--- config.mk ---
export PLATFORM = sky130hd
export DESIGN_NAME = index_record_stream_parser
export DESIGN_NICKNAME = d
export VERILOG_FILES = /design/src/hw/rtl/irsp_pkg.sv /design/src/hw/rtl/index_record_stream_parser.sv /design/src/hw/rtl/irsp_step.sv /design/src/hw/rtl/irsp_out_reg.sv
export SDC_FILE = /design/constraint.sdc
export NUM_CORES = 1
export LEC_CHECK = 0
export ABC_AREA = 1
export ABC_CLOCK_PERIOD_IN_PS = 28300
export BUFFER_PORTS_ARGS = -buffer_cell sky130_fd_sc_hd__buf_2
export CORE_MARGIN = 2
export CORE_UTILIZATION = 41
export DETAILED_ROUTE_END_ITERATION = 12
export REMOVE_ABC_BUFFERS = 1
export SYNTH_ARGS = -nofsm -noshare
export SYNTH_HDL_FRONTEND = slang
export SYNTH_SLANG_ARGS = --single-unit
--- constraint.sdc ---
create_clock -name clk -period 28.3 [get_ports clk]
set_input_delay 5.66 -clock clk [delete_from_list [all_inputs] [get_ports clk]]
set_output_delay 5.66 -clock clk [all_outputs]
set_load 0.01 [all_outputs]
--- src/hw/rtl/irsp_pkg.sv ---
// ----------------------------------------------------------------------------
// Index record stream parser package
// Shared types and constants: parser phases, result kinds, error codes and
// the result record handed from the step logic to the output register.
// ----------------------------------------------------------------------------
package irsp_pkg;

  localparam int DEF_POSITION_BYTES = 4;

  localparam logic [32:0] TERM_COUNT_MAX = 33'h1_FFFF_FFFF;
  localparam logic [47:0] OCC_MAX        = 48'hFFFF_FFFF_FFFF;

  typedef enum logic [2:0] {
    PH_SLOT    = 3'd0,
    PH_CHARSET = 3'd1,
    PH_LEN     = 3'd2,
    PH_TERM    = 3'd3,
    PH_POS     = 3'd4,
    PH_WAIT    = 3'd5
  } phase_t;

  typedef enum logic [1:0] {
    KIND_TERM   = 2'd0,
    KIND_RECORD = 2'd1,
    KIND_FILE   = 2'd2,
    KIND_ERROR  = 2'd3
  } kind_t;

  typedef enum logic [1:0] {
    ERR_BAD_HEADER = 2'd0,
    ERR_TRUNCATED  = 2'd1,
    ERR_BAD_LENGTH = 2'd2,
    ERR_POS_FALLS  = 2'd3
  } err_t;

  typedef struct packed {
    kind_t       kind;
    logic [7:0]  term_byte;
    logic [32:0] term_count;
    logic [7:0]  term_length;
    logic        is_prefix;
    err_t        error_code;
    logic [31:0] records_total;
    logic [47:0] occurrences_total;
    logic [31:0] prefix_records_total;
    logic [15:0] files_total;
  } res_t;

endpackage

--- src/hw/rtl/index_record_stream_parser.sv ---
// ----------------------------------------------------------------------------
// Index record stream parser
// The input channel carries one index file byte per beat in in_tdata, with
// in_tlast set on the beat that ends a file (its data is ignored). The
// result channel gives at most one result per input beat: a term byte, a
// finished record with its occurrence count, a finished file, or an error,
// always with the running totals. The result kind travels in out_tuser.
// An input beat is registered on acceptance, and its result is loaded into
// the output register once that register is free or being emptied. The
// parser handles one beat per cycle while the receiver keeps up; the step
// logic updates all of its state as each beat is taken.
// When the receiver stalls, the output register holds its beat and the
// input register still takes one more beat; after that in_tready stays low
// until the receiver takes the held beat. Reset clears both registers, the
// parser returns to waiting for a file header and all totals go to zero.
// ----------------------------------------------------------------------------
module index_record_stream_parser #(
  parameter int POSITION_BYTES = irsp_pkg::DEF_POSITION_BYTES
) (
  input  logic         clk,
  input  logic         rst_n,
  input  logic         in_tvalid,
  output logic         in_tready,
  input  logic [7:0]   in_tdata,   // data_byte
  input  logic         in_tlast,   // end_of_file
  output logic         out_tvalid,
  input  logic         out_tready,
  // term_byte, term_count, term_length, is_prefix, error_code, records_total,
  // occurrences_total, prefix_records_total, files_total, zero padding
  output logic [183:0] out_tdata,
  output logic [1:0]   out_tuser   // kind
);

  logic           in_valid_r, in_valid_nxt;
  logic [7:0]     in_byte_r;
  logic           in_eof_r;
  logic           advance;
  logic           item_en;
  logic           res_valid;
  irsp_pkg::res_t res;
  irsp_pkg::res_t out_res;

  assign item_en   = in_valid_r && advance;
  assign in_tready = !in_valid_r || advance;

  always_comb begin
    in_valid_nxt = in_valid_r;
    if (in_tvalid && in_tready) begin
      in_valid_nxt = 1'b1;
    end else if (item_en) begin
      in_valid_nxt = 1'b0;
    end
  end

  always_ff @(posedge clk) begin
    if (!rst_n) begin
      in_valid_r <= 1'b0;
    end else begin
      in_valid_r <= in_valid_nxt;
    end
  end

  always_ff @(posedge clk) begin
    if (in_tvalid && in_tready) begin
      in_byte_r <= in_tdata;
      in_eof_r  <= in_tlast;
    end
  end

  irsp_step #(
    .POSITION_BYTES(POSITION_BYTES)
  ) u_step (
    .clk        (clk),
    .rst_n      (rst_n),
    .item_en    (item_en),
    .data_byte  (in_byte_r),
    .end_of_file(in_eof_r),
    .res_valid  (res_valid),
    .res        (res)
  );

  irsp_out_reg u_out_reg (
    .clk      (clk),
    .rst_n    (rst_n),
    .load     (item_en && res_valid),
    .res      (res),
    .can_load (advance),
    .out_valid(out_tvalid),
    .out_ready(out_tready),
    .out_res  (out_res)
  );

  assign out_tuser = out_res.kind;
  assign out_tdata = {4'd0,
                      out_res.files_total,
                      out_res.prefix_records_total,
                      out_res.occurrences_total,
                      out_res.records_total,
                      out_res.error_code,
                      out_res.is_prefix,
                      out_res.term_length,
                      out_res.term_count,
                      out_res.term_byte};

endmodule

--- src/hw/rtl/irsp_step.sv ---
// ----------------------------------------------------------------------------
// Index record stream parser step logic
// Holds the parser state and the running totals, and turns one registered
// file beat into at most one result, combinationally.
// ----------------------------------------------------------------------------
module irsp_step #(
  parameter int POSITION_BYTES = irsp_pkg::DEF_POSITION_BYTES
) (
  input  logic              clk,
  input  logic              rst_n,
  input  logic              item_en,
  input  logic [7:0]        data_byte,
  input  logic              end_of_file,
  output logic              res_valid,
  output irsp_pkg::res_t    res
);

  localparam int POS_W = 8 * POSITION_BYTES;
  localparam int CNT_W = (POS_W < 64) ? POS_W + 1 : 64;
  localparam int OS_W  = ((CNT_W > 48) ? CNT_W : 48) + 1;

  irsp_pkg::phase_t   phase_r, phase_nxt;
  logic [7:0]         byte_index_r, byte_index_nxt;
  logic [7:0]         slot_length_r, slot_length_nxt;
  logic [7:0]         record_length_r, record_length_nxt;
  logic [POS_W-1:0]   position_accum_r, position_accum_nxt;
  logic [POS_W-1:0]   previous_position_r, previous_position_nxt;
  logic               first_record_r, first_record_nxt;
  logic [31:0]        records_count_r, records_count_nxt;
  logic [47:0]        occurrences_count_r, occurrences_count_nxt;
  logic [31:0]        prefix_count_r, prefix_count_nxt;
  logic [15:0]        files_count_r, files_count_nxt;

  logic [7:0]         idx_inc;
  logic [POS_W-1:0]   accum_new;
  logic               pos_done;
  logic               bad_len;
  logic               falls;
  logic               term_end;
  logic               pre;
  logic [POS_W:0]     sum_first;
  logic [CNT_W-1:0]   cnt;
  logic [32:0]        cnt_field;
  logic [OS_W-1:0]    occ_sum;
  logic [47:0]        occ_new;

  assign idx_inc   = byte_index_r + 8'd1;
  assign accum_new = {position_accum_r[POS_W-9:0], data_byte};
  assign pos_done  = (phase_r == irsp_pkg::PH_POS) && (idx_inc == 8'(POSITION_BYTES));
  assign term_end  = idx_inc >= slot_length_r;
  assign bad_len   = record_length_r > slot_length_r;
  assign falls     = !first_record_r && (accum_new < previous_position_r);
  assign pre       = record_length_r == slot_length_r;
  assign sum_first = (POS_W + 1)'(accum_new) + (POS_W + 1)'(1);

  always_comb begin
    if (first_record_r) begin
      if ((CNT_W == POS_W) && (&accum_new)) begin
        cnt = '1;
      end else begin
        cnt = CNT_W'(sum_first);
      end
    end else begin
      cnt = CNT_W'(accum_new - previous_position_r);
    end
  end

  assign cnt_field = (cnt > CNT_W'(irsp_pkg::TERM_COUNT_MAX)) ? irsp_pkg::TERM_COUNT_MAX
                                                              : cnt[32:0];
  assign occ_sum   = OS_W'(occurrences_count_r) + OS_W'(cnt);
  assign occ_new   = (occ_sum > OS_W'(irsp_pkg::OCC_MAX)) ? irsp_pkg::OCC_MAX
                                                          : occ_sum[47:0];

  always_comb begin
    phase_nxt = phase_r;
    if (item_en) begin
      if (end_of_file) begin
        phase_nxt = irsp_pkg::PH_SLOT;
      end else begin
        unique case (phase_r)
          irsp_pkg::PH_SLOT: begin
            phase_nxt = (data_byte == 8'd0) ? irsp_pkg::PH_WAIT : irsp_pkg::PH_CHARSET;
          end
          irsp_pkg::PH_CHARSET: begin
            phase_nxt = irsp_pkg::PH_LEN;
          end
          irsp_pkg::PH_LEN: begin
            phase_nxt = irsp_pkg::PH_TERM;
          end
          irsp_pkg::PH_TERM: begin
            if (term_end) begin
              phase_nxt = irsp_pkg::PH_POS;
            end
          end
          irsp_pkg::PH_POS: begin
            if (pos_done) begin
              phase_nxt = (bad_len || falls) ? irsp_pkg::PH_WAIT : irsp_pkg::PH_LEN;
            end
          end
          default: begin
            phase_nxt = phase_r;
          end
        endcase
      end
    end
  end

  always_comb begin
    byte_index_nxt        = byte_index_r;
    slot_length_nxt       = slot_length_r;
    record_length_nxt     = record_length_r;
    position_accum_nxt    = position_accum_r;
    previous_position_nxt = previous_position_r;
    first_record_nxt      = first_record_r;
    records_count_nxt     = records_count_r;
    occurrences_count_nxt = occurrences_count_r;
    prefix_count_nxt      = prefix_count_r;
    files_count_nxt       = files_count_r;
    res_valid             = 1'b0;
    res                   = '0;
    if (item_en) begin
      if (end_of_file) begin
        byte_index_nxt   = 8'd0;
        first_record_nxt = 1'b1;
        unique case (phase_r) inside
          irsp_pkg::PH_SLOT, irsp_pkg::PH_CHARSET: begin
            res_valid      = 1'b1;
            res.kind       = irsp_pkg::KIND_ERROR;
            res.error_code = irsp_pkg::ERR_BAD_HEADER;
          end
          irsp_pkg::PH_TERM, irsp_pkg::PH_POS: begin
            res_valid      = 1'b1;
            res.kind       = irsp_pkg::KIND_ERROR;
            res.error_code = irsp_pkg::ERR_TRUNCATED;
          end
          irsp_pkg::PH_LEN: begin
            files_count_nxt = (&files_count_r) ? files_count_r : files_count_r + 16'd1;
            res_valid       = 1'b1;
            res.kind        = irsp_pkg::KIND_FILE;
          end
          default: begin
            res_valid = 1'b0;
          end
        endcase
      end else begin
        unique case (phase_r)
          irsp_pkg::PH_SLOT: begin
            slot_length_nxt       = data_byte;
            first_record_nxt      = 1'b1;
            previous_position_nxt = '0;
            if (data_byte == 8'd0) begin
              res_valid      = 1'b1;
              res.kind       = irsp_pkg::KIND_ERROR;
              res.error_code = irsp_pkg::ERR_BAD_HEADER;
            end
          end
          irsp_pkg::PH_LEN: begin
            record_length_nxt = data_byte;
            byte_index_nxt    = 8'd0;
          end
          irsp_pkg::PH_TERM: begin
            byte_index_nxt = term_end ? 8'd0 : idx_inc;
            if (byte_index_r < record_length_r) begin
              res_valid     = 1'b1;
              res.kind      = irsp_pkg::KIND_TERM;
              res.term_byte = data_byte;
            end
          end
          irsp_pkg::PH_POS: begin
            position_accum_nxt = accum_new;
            byte_index_nxt     = pos_done ? 8'd0 : idx_inc;
            if (pos_done) begin
              res_valid = 1'b1;
              if (bad_len) begin
                res.kind       = irsp_pkg::KIND_ERROR;
                res.error_code = irsp_pkg::ERR_BAD_LENGTH;
              end else if (falls) begin
                res.kind       = irsp_pkg::KIND_ERROR;
                res.error_code = irsp_pkg::ERR_POS_FALLS;
              end else begin
                records_count_nxt     = (&records_count_r) ? records_count_r
                                                           : records_count_r + 32'd1;
                occurrences_count_nxt = occ_new;
                if (pre && !(&prefix_count_r)) begin
                  prefix_count_nxt = prefix_count_r + 32'd1;
                end
                previous_position_nxt = accum_new;
                first_record_nxt      = 1'b0;
                res.kind              = irsp_pkg::KIND_RECORD;
                res.term_count        = cnt_field;
                res.term_length       = record_length_r;
                res.is_prefix         = pre;
              end
            end
          end
          default: begin
            res_valid = 1'b0;
          end
        endcase
      end
    end
    res.records_total        = records_count_nxt;
    res.occurrences_total    = occurrences_count_nxt;
    res.prefix_records_total = prefix_count_nxt;
    res.files_total          = files_count_nxt;
  end

  always_ff @(posedge clk) begin
    if (!rst_n) begin
      phase_r             <= irsp_pkg::PH_SLOT;
      byte_index_r        <= 8'd0;
      slot_length_r       <= 8'd0;
      record_length_r     <= 8'd0;
      position_accum_r    <= '0;
      previous_position_r <= '0;
      first_record_r      <= 1'b1;
      records_count_r     <= 32'd0;
      occurrences_count_r <= 48'd0;
      prefix_count_r      <= 32'd0;
      files_count_r       <= 16'd0;
    end else begin
      phase_r             <= phase_nxt;
      byte_index_r        <= byte_index_nxt;
      slot_length_r       <= slot_length_nxt;
      record_length_r     <= record_length_nxt;
      position_accum_r    <= position_accum_nxt;
      previous_position_r <= previous_position_nxt;
      first_record_r      <= first_record_nxt;
      records_count_r     <= records_count_nxt;
      occurrences_count_r <= occurrences_count_nxt;
      prefix_count_r      <= prefix_count_nxt;
      files_count_r       <= files_count_nxt;
    end
  end

endmodule

--- src/hw/rtl/irsp_out_reg.sv ---
// ----------------------------------------------------------------------------
// Index record stream parser output register
// Holds one result beat until the receiver takes it and tells the step
// logic when a new result may be loaded.
// ----------------------------------------------------------------------------
module irsp_out_reg (
  input  logic           clk,
  input  logic           rst_n,
  input  logic           load,
  input  irsp_pkg::res_t res,
  output logic           can_load,
  output logic           out_valid,
  input  logic           out_ready,
  output irsp_pkg::res_t out_res
);

  logic           valid_r, valid_nxt;
  irsp_pkg::res_t data_r, data_nxt;

  assign can_load  = !valid_r || out_ready;
  assign out_valid = valid_r;
  assign out_res   = data_r;

  always_comb begin
    valid_nxt = valid_r;
    data_nxt  = data_r;
    if (load) begin
      valid_nxt = 1'b1;
      data_nxt  = res;
    end else if (out_ready) begin
      valid_nxt = 1'b0;
    end
  end

  always_ff @(posedge clk) begin
    if (!rst_n) begin
      valid_r <= 1'b0;
    end else begin
      valid_r <= valid_nxt;
    end
  end

  always_ff @(posedge clk) begin
    data_r <= data_nxt;
  end

endmodule

# --- After elaboration in Yosys (flattened, before gate mapping) ---
# Cells that the tools add are included.
op_classes:
  n_addsub: 7
  magnitude_cmp: 6
  n_eq_ne: 13
  n_mux: 70
  bitwise_logic: 6
  reduce_logical: 36
op_table:
  columns: ["op", "n"]
  rows:
  - ["32-bit two-way mux", 17]
  - ["48-bit two-way mux", 7]
  - ["33-bit two-way mux", 2]
  - ["32-bit by 1-bit adder with 32-bit output, second input constant", 2]
  - ["16-bit two-way mux", 4]
  - ["32-bit one-hot mux with 2 select lines", 1]
  - ["32-bit AND reduction", 2]
  - ["48-bit by 33-bit adder with 49-bit output", 1]
  - ["49-bit by 48-bit greater-than comparator with 1-bit output, second input constant", 1]
  - ["32-bit by 1-bit adder with 33-bit output, second input constant", 1]
  - ["33-bit greater-than comparator, second input constant", 1]
  - ["32-bit by 32-bit subtractor with 33-bit output", 1]
  - ["32-bit < comparator", 1]
  - ["8-bit two-way mux", 3]
  - ["8-bit one-hot mux with 3 select lines", 1]
  - ["2-bit two-way mux", 10]
  - ["16-bit by 1-bit adder with 16-bit output, second input constant", 1]
  - ["16-bit AND reduction", 1]
  - ["1-bit two-way mux", 15]
  - ["3-bit two-way mux", 5]
  - ["3-bit one-hot mux with 5 select lines", 1]
  - ["3-bit AND reduction", 3]
  - ["8-bit by 1-bit adder with 8-bit output, second input constant", 1]
  - ["8-bit by 3-bit == test with 1-bit output, second input constant", 1]
  - ["33 further kinds", 55]
word_totals:
  reg_bits: 405
  inputBits: 13
  out_inout_bits: 188
  word_cells: 163

# --- Depth between registers and ports, before layout ---
# Gate-level depths: netlist (run 1).
logic_depth:
  depth_word: 11
  mapped_depth: 33

# --- Hierarchy ---
# From an unflattened synthesis (run 1), not the netlist that was laid out.
unflattened:
  hier_cells: 3120
  area_unflattened_um2: 23333.6
modules_own_cells:
  columns: ["module", "n_inst", "cells_per_inst", "area_each_um2"]
  rows:
  - ["irsp_step", 1, 2907, 17451.7]
  - ["irsp_out_reg", 1, 188, 5511.5]
  - ["index_record_stream_parser", 1, 25, 370.4]

# --- Worst setup path after synthesis (run 1) ---
# OpenSTA, ideal clock, no wires.
synth_path:
  path_kind: "input port to flip-flop"
  startpoint: "input out_tready"
  endpoint: "register u_out_reg.data_r (netlist bit u_out_reg.out_res[0]) (enable)"
  setup_time_ps: 977
  t_arrival_ps: 18965
  setup_slack_ps: 8358
  stages: 8
  n_path_buf: 0
  cell_sequence: "inv_1 nand2_1 inv_1 nor2_1 inv_2 nor2_1 o21ai_0 o21ai_0"
synth_between:
  elab_chain_len: 4
synth_rtl:
  columns: ["element", "line", "text"]
  rows:
  - ["from (decl)", "index_record_stream_parser.sv:27", "input logic out_tready,"]
  - ["1-bit logical OR *", "irsp_out_reg.sv:20", "assign can_load = !valid_r || out_ready;"]
  - ["1-bit logical AND *", "index_record_stream_parser.sv:43", "assign item_en = in_valid_r && advance;"]
  - ["1-bit two-way mux", "irsp_step.sv:121", "if (item_en) begin"]
  - ["1-bit logical AND *", "index_record_stream_parser.sv:85", ".load (item_en && res_valid),"]
  - ["via u_out_reg.load", "irsp_out_reg.sv:9", "input logic load,"]
  - ["to (signal assigned)", "irsp_out_reg.sv:44", "data_r <= data_nxt;"]
  - ["to (decl)", "irsp_out_reg.sv:18", "irsp_pkg::res_t data_r, data_nxt;"]
# Mark *: on every way through the listed nets, which the timed path passes. The rest lies on a longest branch.
# A chain may end at the register's enable or synchronous reset.

# --- Worst setup path in the final report (run 1) ---
layout_path:
  startpoint: "input out_tready"
  endpoint: "output in_tready"
layout_between:
  elab_chain_len: 2
layout_rtl:
  columns: ["element", "line", "text"]
  rows:
  - ["1-bit logical OR", "irsp_out_reg.sv:20", null]
  - ["1-bit logical OR", "index_record_stream_parser.sv:44", "assign in_tready = !in_valid_r || advance;"]
  - ["to (decl)", "index_record_stream_parser.sv:23", "output logic in_tready,"]
# Every way passes these cells.

==> impl_metrics.ini, run 1 <==
[sta]
hold_viol = 0
timing.final.crit_share = 0.417
slew_headroom = 0.181
timing.final.crit_period_ns = 11.81
max_freq_ghz = 0.0847
rsz0062_at_grt = false
max_slew.worst_pin.slew_ns = 1.23
finalSetupViolCount = 0
fin_tns_setup_ns = 0
maxSlewViolCount = 0
clock_skew_ns = 0.0275

[setup_path]
crit_fanout = 3
arrival_ns = 6.15
end_kind = primary output
r2r-end = u_step.occurrences_count_r[36]$_SDFF_PN0_
crit_required_ns = 22.64
worstSetupPathType = in2out
critPathLaunchType = input pin
rrSetupSlack_ns = 21.97
reg2reg_depth = 31
rr_startpoint = in_byte_r[0]$_DFFE_PP_

[logic_synthesis]
synth_top_area_share = 0.251
yosys_warnings = 0
synth_commonest_cells = nand2_1, inv_1, nor2_1
synth_area_per_cell_um2 = 7.53
synth_area_leaders = edfxtp_1, dfxtp_1, nand2_1
synthArstFlopShare = 0
synth_seq_cells = 405
synth_most_common_cell = nand2_1
synthFlopType = dfxtp_1
netlist_area_um2 = 22800
syn_inst = 3031
yosysSeqAreaShare = 0.439
synth_top_cell_by_area = edfxtp_1
synth_cell_types = 56
synth_edf_count = 191

[detailed_routing]
dr.first_iter.drc_count = 1638
dr.pass1.iters = 6
vias = 20400
wire_per_inst_um = 17.0
wl_mm = 68.2
drt-vias-per-instance = 5.11
drc = 0
drtAntennaViolNets = 0

[floorplan]
start_util = 0.414
coreArea_um2 = 55100
die_w_um = 240
dieHeight_um = 240
die-area_um2 = 57600
io_pins = 201
std_cell_rows = 86

[clock_tree]
cts_hold_buf = 0
post_cts_resized = 0
cts.htree.levels = 2
worstSkewPairLatency_ns = 0.60
clockBufferDepth = 3
path_clk_slew_ns = 0.06
clock_sinks = 405
post-cts-setup-buffers = 0
cts-root-buf = clkbuf_16
cts_buffers = 44
cts_tree = built

[outcome]
status = completed

[global_route]
grt_max_degree = 107
grt_usage = 0.233
grt_overflow = 0
grt_pass1_wl_mm = 105
antenna_found_initial = 1
grt_pass1_vias = 19300

[final_layout]
final_nets = 3333
layout-drive-gt1-share = 0.108
final_cell_area_um2 = 26100
fill_cells = 5599
finalNonFillerCells = 4002
antenna_cells = 0
syn_to_final_growth_pct = 14.2

[job]
maxCapViolCount = 0

[power_and_ir_drop]
leakage_uw = 0.0117
p_total_uw = 1300
p_per_area_nw_per_um2 = 50.0
irDropWorstVdd_uv = 39.3

[min_path]
holdCritStartpoint = u_step.previous_position_r[22]$_SDFFE_PN0P_
whs_path_depth = 2
min_to = u_step.previous_position_r[22]$_SDFFE_PN0P_
hold_path_class = reg2reg

[place]
dp.cells = 3920
hpwl_mm = 51.3
gp_congestion = 0.971
placed_area_um2 = 24500
port_buffers = 196
-- placed cells by master (no fill, tap or decap), types with 13 or more instances in the layout --
master,synthesis,final
nor4_1,18,18
o21ai_0,144,143
buf_4,13,14
nand2_1,713,713
dfxtp_1,214,214
nand3_1,137,137
nand4_1,63,63
xnor2_1,31,31
nor2_1,329,329
inv_1,449,448
o21bai_1,13,13
o21ai_1,25,25
edfxtp_1,191,191
nor3_1,70,70
xor2_1,59,59
a21oi_1,253,253
buf_2,8,196
a21o_1,13,13
or2_2,42,42
clkbuf_16,0,45
ha_1,100,100
-- cells by family after synthesis --
kind of cell / after synthesis / share of synthesized area
DFF: 405 / 0.439
and+or+nand+nor: 1426 / 0.269
AOI/OAI and AO/OA: 478 / 0.111
adders and majority gates: 102 / 0.0566
xor gates and xnor gates: 90 / 0.0345
other: 1 / 0.000164
buffers and inverters: 529 / 0.0899
-- worst max-delay path: stages --
cell and delay (ns):
buf_2 0.10, inv_1 0.04, nand2_1 0.05, inv_1 0.08, nand2_1 0.08, buf_2 0.15
-- through the flow --
step | util | hold slack (ns) | setup WS [ns]
3_5_place_dp | 0.445 | 0.452 | 16.49
4_1_cts | 0.473 | 0.462 | 16.49
3_3_place_gp | 0.445 | 0.448 | 16.47
2_1_floorplan | - | 0.441 | 8.00
6_report | 0.473 | 0.457 | 16.49
5_1_grt | 0.473 | 0.469 | 16.42
-- worst max path at each step --
stage               start                        endpoint  slack (ns)  cells past startpoint
2_1_floorplan  out_tready  u_out_reg.out_res[0]$_DFFE_PP_        8.00                      8
3_3_place_gp   out_tready                       in_tready       16.47                      6
3_5_place_dp   out_tready                       in_tready       16.49                      6
4_1_cts        out_tready                       in_tready       16.49                      6
5_1_grt        out_tready                       in_tready       16.42                      6
6_report       out_tready                       in_tready       16.49                      6
-- state kept, by name (all words and copies together), names as in the netlist --
name and count:
u_step.prefix_count_r 32, u_step.position_accum_r 24, u_step.previous_position_r 32, in_eof_r 1, u_step.files_count_r 16, in_byte_r 8, u_step.first_record_r 1, u_out_reg.out_valid 1
u_step.phase_r 3, in_valid_r 1, u_step.slot_length_r 8, u_step.occurrences_count_r 48, u_out_reg.out_res 182, u_step.records_count_r 32, u_step.byte_index_r 8, u_step.record_length_r 8
-- area by class of cell --
type	instances	area, um2	share of cell area
tap	748	936	0.0359
clock inverter	23	288	0.0110
sequential	405	10000	0.384
multi-input combinational	2100	10800	0.414
timing repair buffer	210	1090	0.0417
inverter	457	1720	0.0659
clock buffer	59	1230	0.0471
-- where the power goes --
group          switching (uW)  total (uW)  internal (uW)
clock network             255         601            346
logic                    58.5        79.7           21.2
registers                4.54         623            618
-- per-layer routing --
layer	GRT usage	routed length [um]
met5	0	0
met4	0.0764	2010
met3	0.0233	3270
met2	0.379	31000
met1	0.326	31900
No activity file was read; power rests on OpenSTA's default activity.
==> run 2, diff against run 1 <==
--- a/config.mk
+++ b/config.mk
@@ -6,7 +6,7 @@
 export NUM_CORES = 1
 export LEC_CHECK = 0
 export ABC_AREA = 1
-export ABC_CLOCK_PERIOD_IN_PS = 28300
+export ABC_CLOCK_PERIOD_IN_PS = 11000
 export BUFFER_PORTS_ARGS = -buffer_cell sky130_fd_sc_hd__buf_2
 export CORE_MARGIN = 2
 export CORE_UTILIZATION = 41
==> constraint.sdc (replaced) <==
create_clock -name clk -period 11 [get_ports clk]
set_input_delay 2.2 -clock clk [delete_from_list [all_inputs] [get_ports clk]]
set_output_delay 2.2 -clock clk [all_outputs]
set_load 0.01 [all_outputs]
==> run 2 against run 1 <==
Via count rose by 0.23%. Hold slack better by 0.0056 ns. Final area fell by 0.13%. Largest power group unchanged. Core utilization is 0.061 points lower. Non-clock buffer count shrank 5. Cell count is 0.15% lower.
==> impl_metrics.ini, run 2 (synthesis gave the netlist of run 1 again) <==
[outcome]
status = completed

[setup_path]
r2r-end = u_out_reg.out_res[50]$_DFFE_PP_
crit_start = in_byte_r[0]$_DFFE_PP_
end_kind = register
cpMaxStageDelayCell = inv_1
rr_startpoint = in_byte_r[0]$_DFFE_PP_
crit_fanout = 27
arrival_ns = 6.13
endpoint = u_out_reg.out_res[50]$_DFFE_PP_
rrSetupSlack_ns = 5.20
reg2reg_depth = 30
crit_required_ns = 11.33
crit_top_cell = nand2_1
critPathLaunchType = register
worstSetupPathType = reg2reg
critPathMaxStageDelay_ns = 0.57

[global_route]
grt_overflow = 0
antenna_found_initial = 1
grt_pass1_vias = 19200
grt_pass1_wl_mm = 107
grt_usage = 0.239
grt_max_degree = 184

[final_layout]
layout-drive-gt1-share = 0.107
layout_common_cells = nand2_1, inv_1, nor2_1, a21oi_1, dfxtp_1
fin_util = 0.472
final_common_cell = nand2_1
antenna_cells = 0
syn_to_final_growth_pct = 14.0
largest_reg_flops = 182
final_nets = 3328

[clock_tree]
cts_tree = built
clockBufferDepth = 3
cts_hold_buf = 0
cts_buffers = 44
worstSkewPairLatency_ns = 0.59
cts-root-buf = clkbuf_16
path_clk_slew_ns = 0.06
cts.htree.levels = 2
post_cts_resized = 0
clock_sinks = 405
post-cts-setup-buffers = 0

[job]
maxCapViolCount = 0

[detailed_routing]
drt-vias-per-instance = 5.13
wire_per_inst_um = 17.5
dr.first_iter.drc_count = 1734
vias = 20500
dr.pass1.iters = 6
drc = 0
wl_mm = 69.9
drtAntennaViolNets = 0

[floorplan]
die_w_um = 240
std_cell_rows = 86
coreArea_um2 = 55100
start_util = 0.414
dieHeight_um = 240
die-area_um2 = 57600
io_pins = 201

[place]
hpwl_mm = 52.4
gp_congestion = 0.945
port_buffers = 196

[power_and_ir_drop]
p_total_uw = 3350
leakage_uw = 0.0117
irDropWorstVdd_uv = 92.0
p_per_area_nw_per_um2 = 129

[sta]
rsz0062_at_grt = false
timing.final.crit_period_ns = 5.80
clock_skew_ns = 0.0189
finalSetupViolCount = 0
maxSlewViolCount = 0
timing.final.crit_share = 0.527
max_slew.worst_pin.slew_ns = 1.24
max_freq_ghz = 0.172
fin_tns_setup_ns = 0
slew_headroom = 0.173
hold_viol = 0

[min_path]
hold_path_class = reg2reg
holdCritStartpoint = u_step.previous_position_r[6]$_SDFFE_PN0P_
[run 2: cell count changes in the layout (fill, tap and decap cells not counted), moves of 2 or more]
cell and delta:
clkbuf_1 -4, clkinv_4 -4, inv_6 +2, inv_16 +2, clkinv_2 +2, buf_4 -6
[run 2: cell type report]
cell class	count	area [um2]
clock buffers	57	1250
fillers	5497	29100
clock inverters	24	255
well taps	748	936
flip-flops and latches	405	10000
inverters	457	1720
multi-input cells	2100	10800
repair buffers	205	1060
[run 2: through the flow]
step / area (um2) / hold WS [ns] / std cells / worst slack, ns
after floorplan: 22500 / 0.441 / 2962 / -5.84
after global placement: 24500 / 0.448 / 3915 / 4.96
after detailed placement: 24500 / 0.453 / 3915 / 4.95
after CTS: 26000 / 0.464 / 3996 / 5.28
after global routing: 26000 / 0.485 / 3996 / 4.57
final: 26000 / 0.463 / 3996 / 5.20
[run 2: worst max-delay path, delay by kind of cell, from the launching register on]
| family | cells | cell delay (ns) |
|---|---|---|
| and+or+nand+nor | 15 | 1.91 |
| AOI/OAI and AO/OA | 6 | 1.19 |
| buffers and inverters | 6 | 1.03 |
| adders and majority gates | 3 | 0.96 |
| DFF | 1 | 0.41 |
[run 2: worst min-delay path by stage]
stage / cells past startpoint / endpoint
after floorplan: 2 / u_step.previous_position_r[16]$_SDFFE_PN0P_
after global routing: 2 / u_step.previous_position_r[22]$_SDFFE_PN0P_
after global placement: 2 / u_step.previous_position_r[20]$_SDFFE_PN0P_
final: 2 / u_step.previous_position_r[6]$_SDFFE_PN0P_
after detailed placement: 2 / u_step.previous_position_r[23]$_SDFFE_PN0P_
after CTS: 2 / u_step.previous_position_r[6]$_SDFFE_PN0P_
[run 2: metal layers]
layer  vias up  part of all wire  global-route usage
met4         0             0.029              0.0777
met3       104             0.061              0.0341
li1      10200                 -                   -
met2       623              0.45               0.379
met5         -                 0                   0
met1      9523              0.46               0.335
[run 2: power by group]
group | internal [uW] | switching [uW] | total [uW]
clock network | 887 | 656 | 1540
logic | 54.7 | 152 | 207
registers | 1590 | 11.7 | 1600
==> run 3, diff against run 2 <==
--- a/config.mk
+++ b/config.mk
@@ -6,7 +6,7 @@
 export NUM_CORES = 1
 export LEC_CHECK = 0
 export ABC_AREA = 1
-export ABC_CLOCK_PERIOD_IN_PS = 11000
+export ABC_CLOCK_PERIOD_IN_PS = 5920
 export BUFFER_PORTS_ARGS = -buffer_cell sky130_fd_sc_hd__buf_2
 export CORE_MARGIN = 2
 export CORE_UTILIZATION = 41
==> constraint.sdc (replaced) <==
create_clock -name clk -period 5.92 [get_ports clk]
set_input_delay 1.184 -clock clk [delete_from_list [all_inputs] [get_ports clk]]
set_output_delay 1.184 -clock clk [all_outputs]
set_load 0.01 [all_outputs]
==> run 3 against run 2 <==
Core utilization rose by 0.15 points. Fmax rose by 11%. Global-route usage rose by 0.96 points. Cell count rose by 0.38%. Power rose by 85%. First-iteration DRC count fell by 7.8%. Largest power group unchanged.
==> impl_metrics.ini, run 3 (synthesis gave the netlist of run 1 again) <==
[outcome]
status = completed

[floorplan]
start_util = 0.414
std_cell_rows = 86
die_w_um = 240
die-area_um2 = 57600
dieHeight_um = 240
coreArea_um2 = 55100
io_pins = 201

[final_layout]
antenna_cells = 0
syn_to_final_growth_pct = 14.4
final_nets = 3342
largest_reg_flops = 182
final_common_cell = nand2_1
layout_common_cells = nand2_1, inv_1, nor2_1, a21oi_1, dfxtp_1
layout-drive-gt1-share = 0.107

[detailed_routing]
wl_mm = 72.4
drc = 0
drt-vias-per-instance = 5.12
dr.pass1.iters = 6
wire_per_inst_um = 18.0
vias = 20500
drtAntennaViolNets = 0
dr.first_iter.drc_count = 1599

[sta]
rsz0062_at_grt = false
maxSlewViolCount = 0
timing.final.ws_setup_ns = 0.709
hold_viol = 0
max_freq_ghz = 0.192
timing.final.crit_period_ns = 5.21
slew_headroom = 0.231
timing.final.crit_share = 0.880
clock_skew_ns = 0.0295
max_slew.worst_pin.slew_ns = 1.15
finalSetupViolCount = 0

[global_route]
grt_pass1_wl_mm = 111
grt_pass1_vias = 19900
grt_overflow = 0
antenna_found_initial = 2
grt_usage = 0.249
grt_max_degree = 184

[min_path]
hold_path_class = reg2reg

[clock_tree]
clock_sinks = 405
cts_buffers = 44
cts.htree.levels = 2
clockBufferDepth = 3
cts_hold_buf = 0
post-cts-setup-buffers = 0
path_clk_slew_ns = 0.06
worstSkewPairLatency_ns = 0.61
cts-root-buf = clkbuf_16
post_cts_resized = 0
cts_tree = built

[power_and_ir_drop]
p_seq_frac = 0.479
combPwrFrac = 0.062
swShare = 0.243
power.switching_uw = 1510
leakage_uw = 0.0118
p_int_uw = 4700
irDropWorstVdd_uv = 223
p_total_uw = 6210
p_clk_frac = 0.459
p_per_area_nw_per_um2 = 238

[setup_path]
crit_required_ns = 6.28
crit_top_cell = nand2_1
critPathLaunchType = register
arrival_ns = 5.57
critPathMaxStageDelay_ns = 0.39
end_kind = register
cpMaxStageDelayCell = edfxtp_1
worstSetupPathType = reg2reg
crit_fanout = 15

[place]
port_buffers = 196
hpwl_mm = 54.9
gp_congestion = 0.961
dp_slack_ns = 0.768

[job]
maxCapViolCount = 0
## run 3: cell types whose count changed in the layout (fill, tap and decap cells not counted), moves of 3 or more
cell | previous run | this run
buf_4 | 8 | 22
clkinv_1 | 3 | 12
clkbuf_8 | 6 | 1
clkbuf_1 | 5 | 9
clkinvlp_4 | 4 | 0
clkinv_4 | 3 | 0
## run 3: path summary, 6_finish.rpt
path,startpoint,endpoint,slack [ns],cells after the start
worst max-delay path,in_byte_r[0]$_DFFE_PP_,u_out_reg.out_res[59]$_DFFE_PP_,0.71,31
worst min-delay path,u_step.previous_position_r[31]$_SDFFE_PN0P_,u_step.previous_position_r[31]$_SDFFE_PN0P_,0.46,2
worst max register to register,in_byte_r[0]$_DFFE_PP_,u_out_reg.out_res[59]$_DFFE_PP_,0.71,31
worst min register to register,u_step.previous_position_r[31]$_SDFFE_PN0P_,u_step.previous_position_r[31]$_SDFFE_PN0P_,0.46,2
## run 3: routing by layer
metal  GRT usage  vias up  routed length, um
met5           0        -                  0
met4      0.0774        0               2030
met3      0.0338      113               4010
met2       0.402      611              33100
met1       0.345     9541              33300
li1            -    10300                  -
## run 3: power groups by stage
| stage | clock [uW] | sequential (uW) | combinational (uW) |
|---|---|---|---|
| final | 2850 | 2970 | 386 |
| after global routing | 3020 | 2970 | 425 |
| after CTS | 2920 | 2970 | 385 |
| after detailed placement | 0 | 3030 | 383 |
| after global placement | 0 | 3030 | 381 |
| after floorplan | 0 | 3070 | 212 |
## run 3: through the flow
| stage | utilization | hold slack, ns | instance area [um2] | cells | TNS, ns |
|---|---|---|---|---|---|
| 6_report | 0.474 | 0.460 | 26100 | 4011 | 0 |
| 4_1_cts | 0.474 | 0.463 | 26100 | 4011 | 0 |
| 3_3_place_gp | 0.447 | 0.449 | 24600 | 3929 | 0 |
| 5_1_grt | 0.474 | 0.484 | 26100 | 4011 | 0 |
| 2_1_floorplan | - | 0.441 | 22500 | 2962 | -1811.62 |
| 3_5_place_dp | 0.447 | 0.454 | 24600 | 3929 | 0 |
## run 3: final cells by class
class | count | area, um2
Sequential cell | 405 | 10000
Clock inverter | 27 | 313
Timing Repair Buffer | 219 | 1170
Clock buffer | 55 | 1170
Fill cell | 5615 | 29000
Inverter | 457 | 1720
Tap cell | 748 | 936
Multi-Input combinational cell | 2100 | 10800
## run 3: critical path, delay by kind of cell (launching register included)
family | cells | cell delay, ns
flip-flops | 1 | 0.39
AND/OR/NAND/NOR | 13 | 1.38
AO/OA/AOI/OAI | 7 | 1.40
buffers and inverters | 8 | 0.80
adder cells (fa/ha/maj) | 3 | 0.97
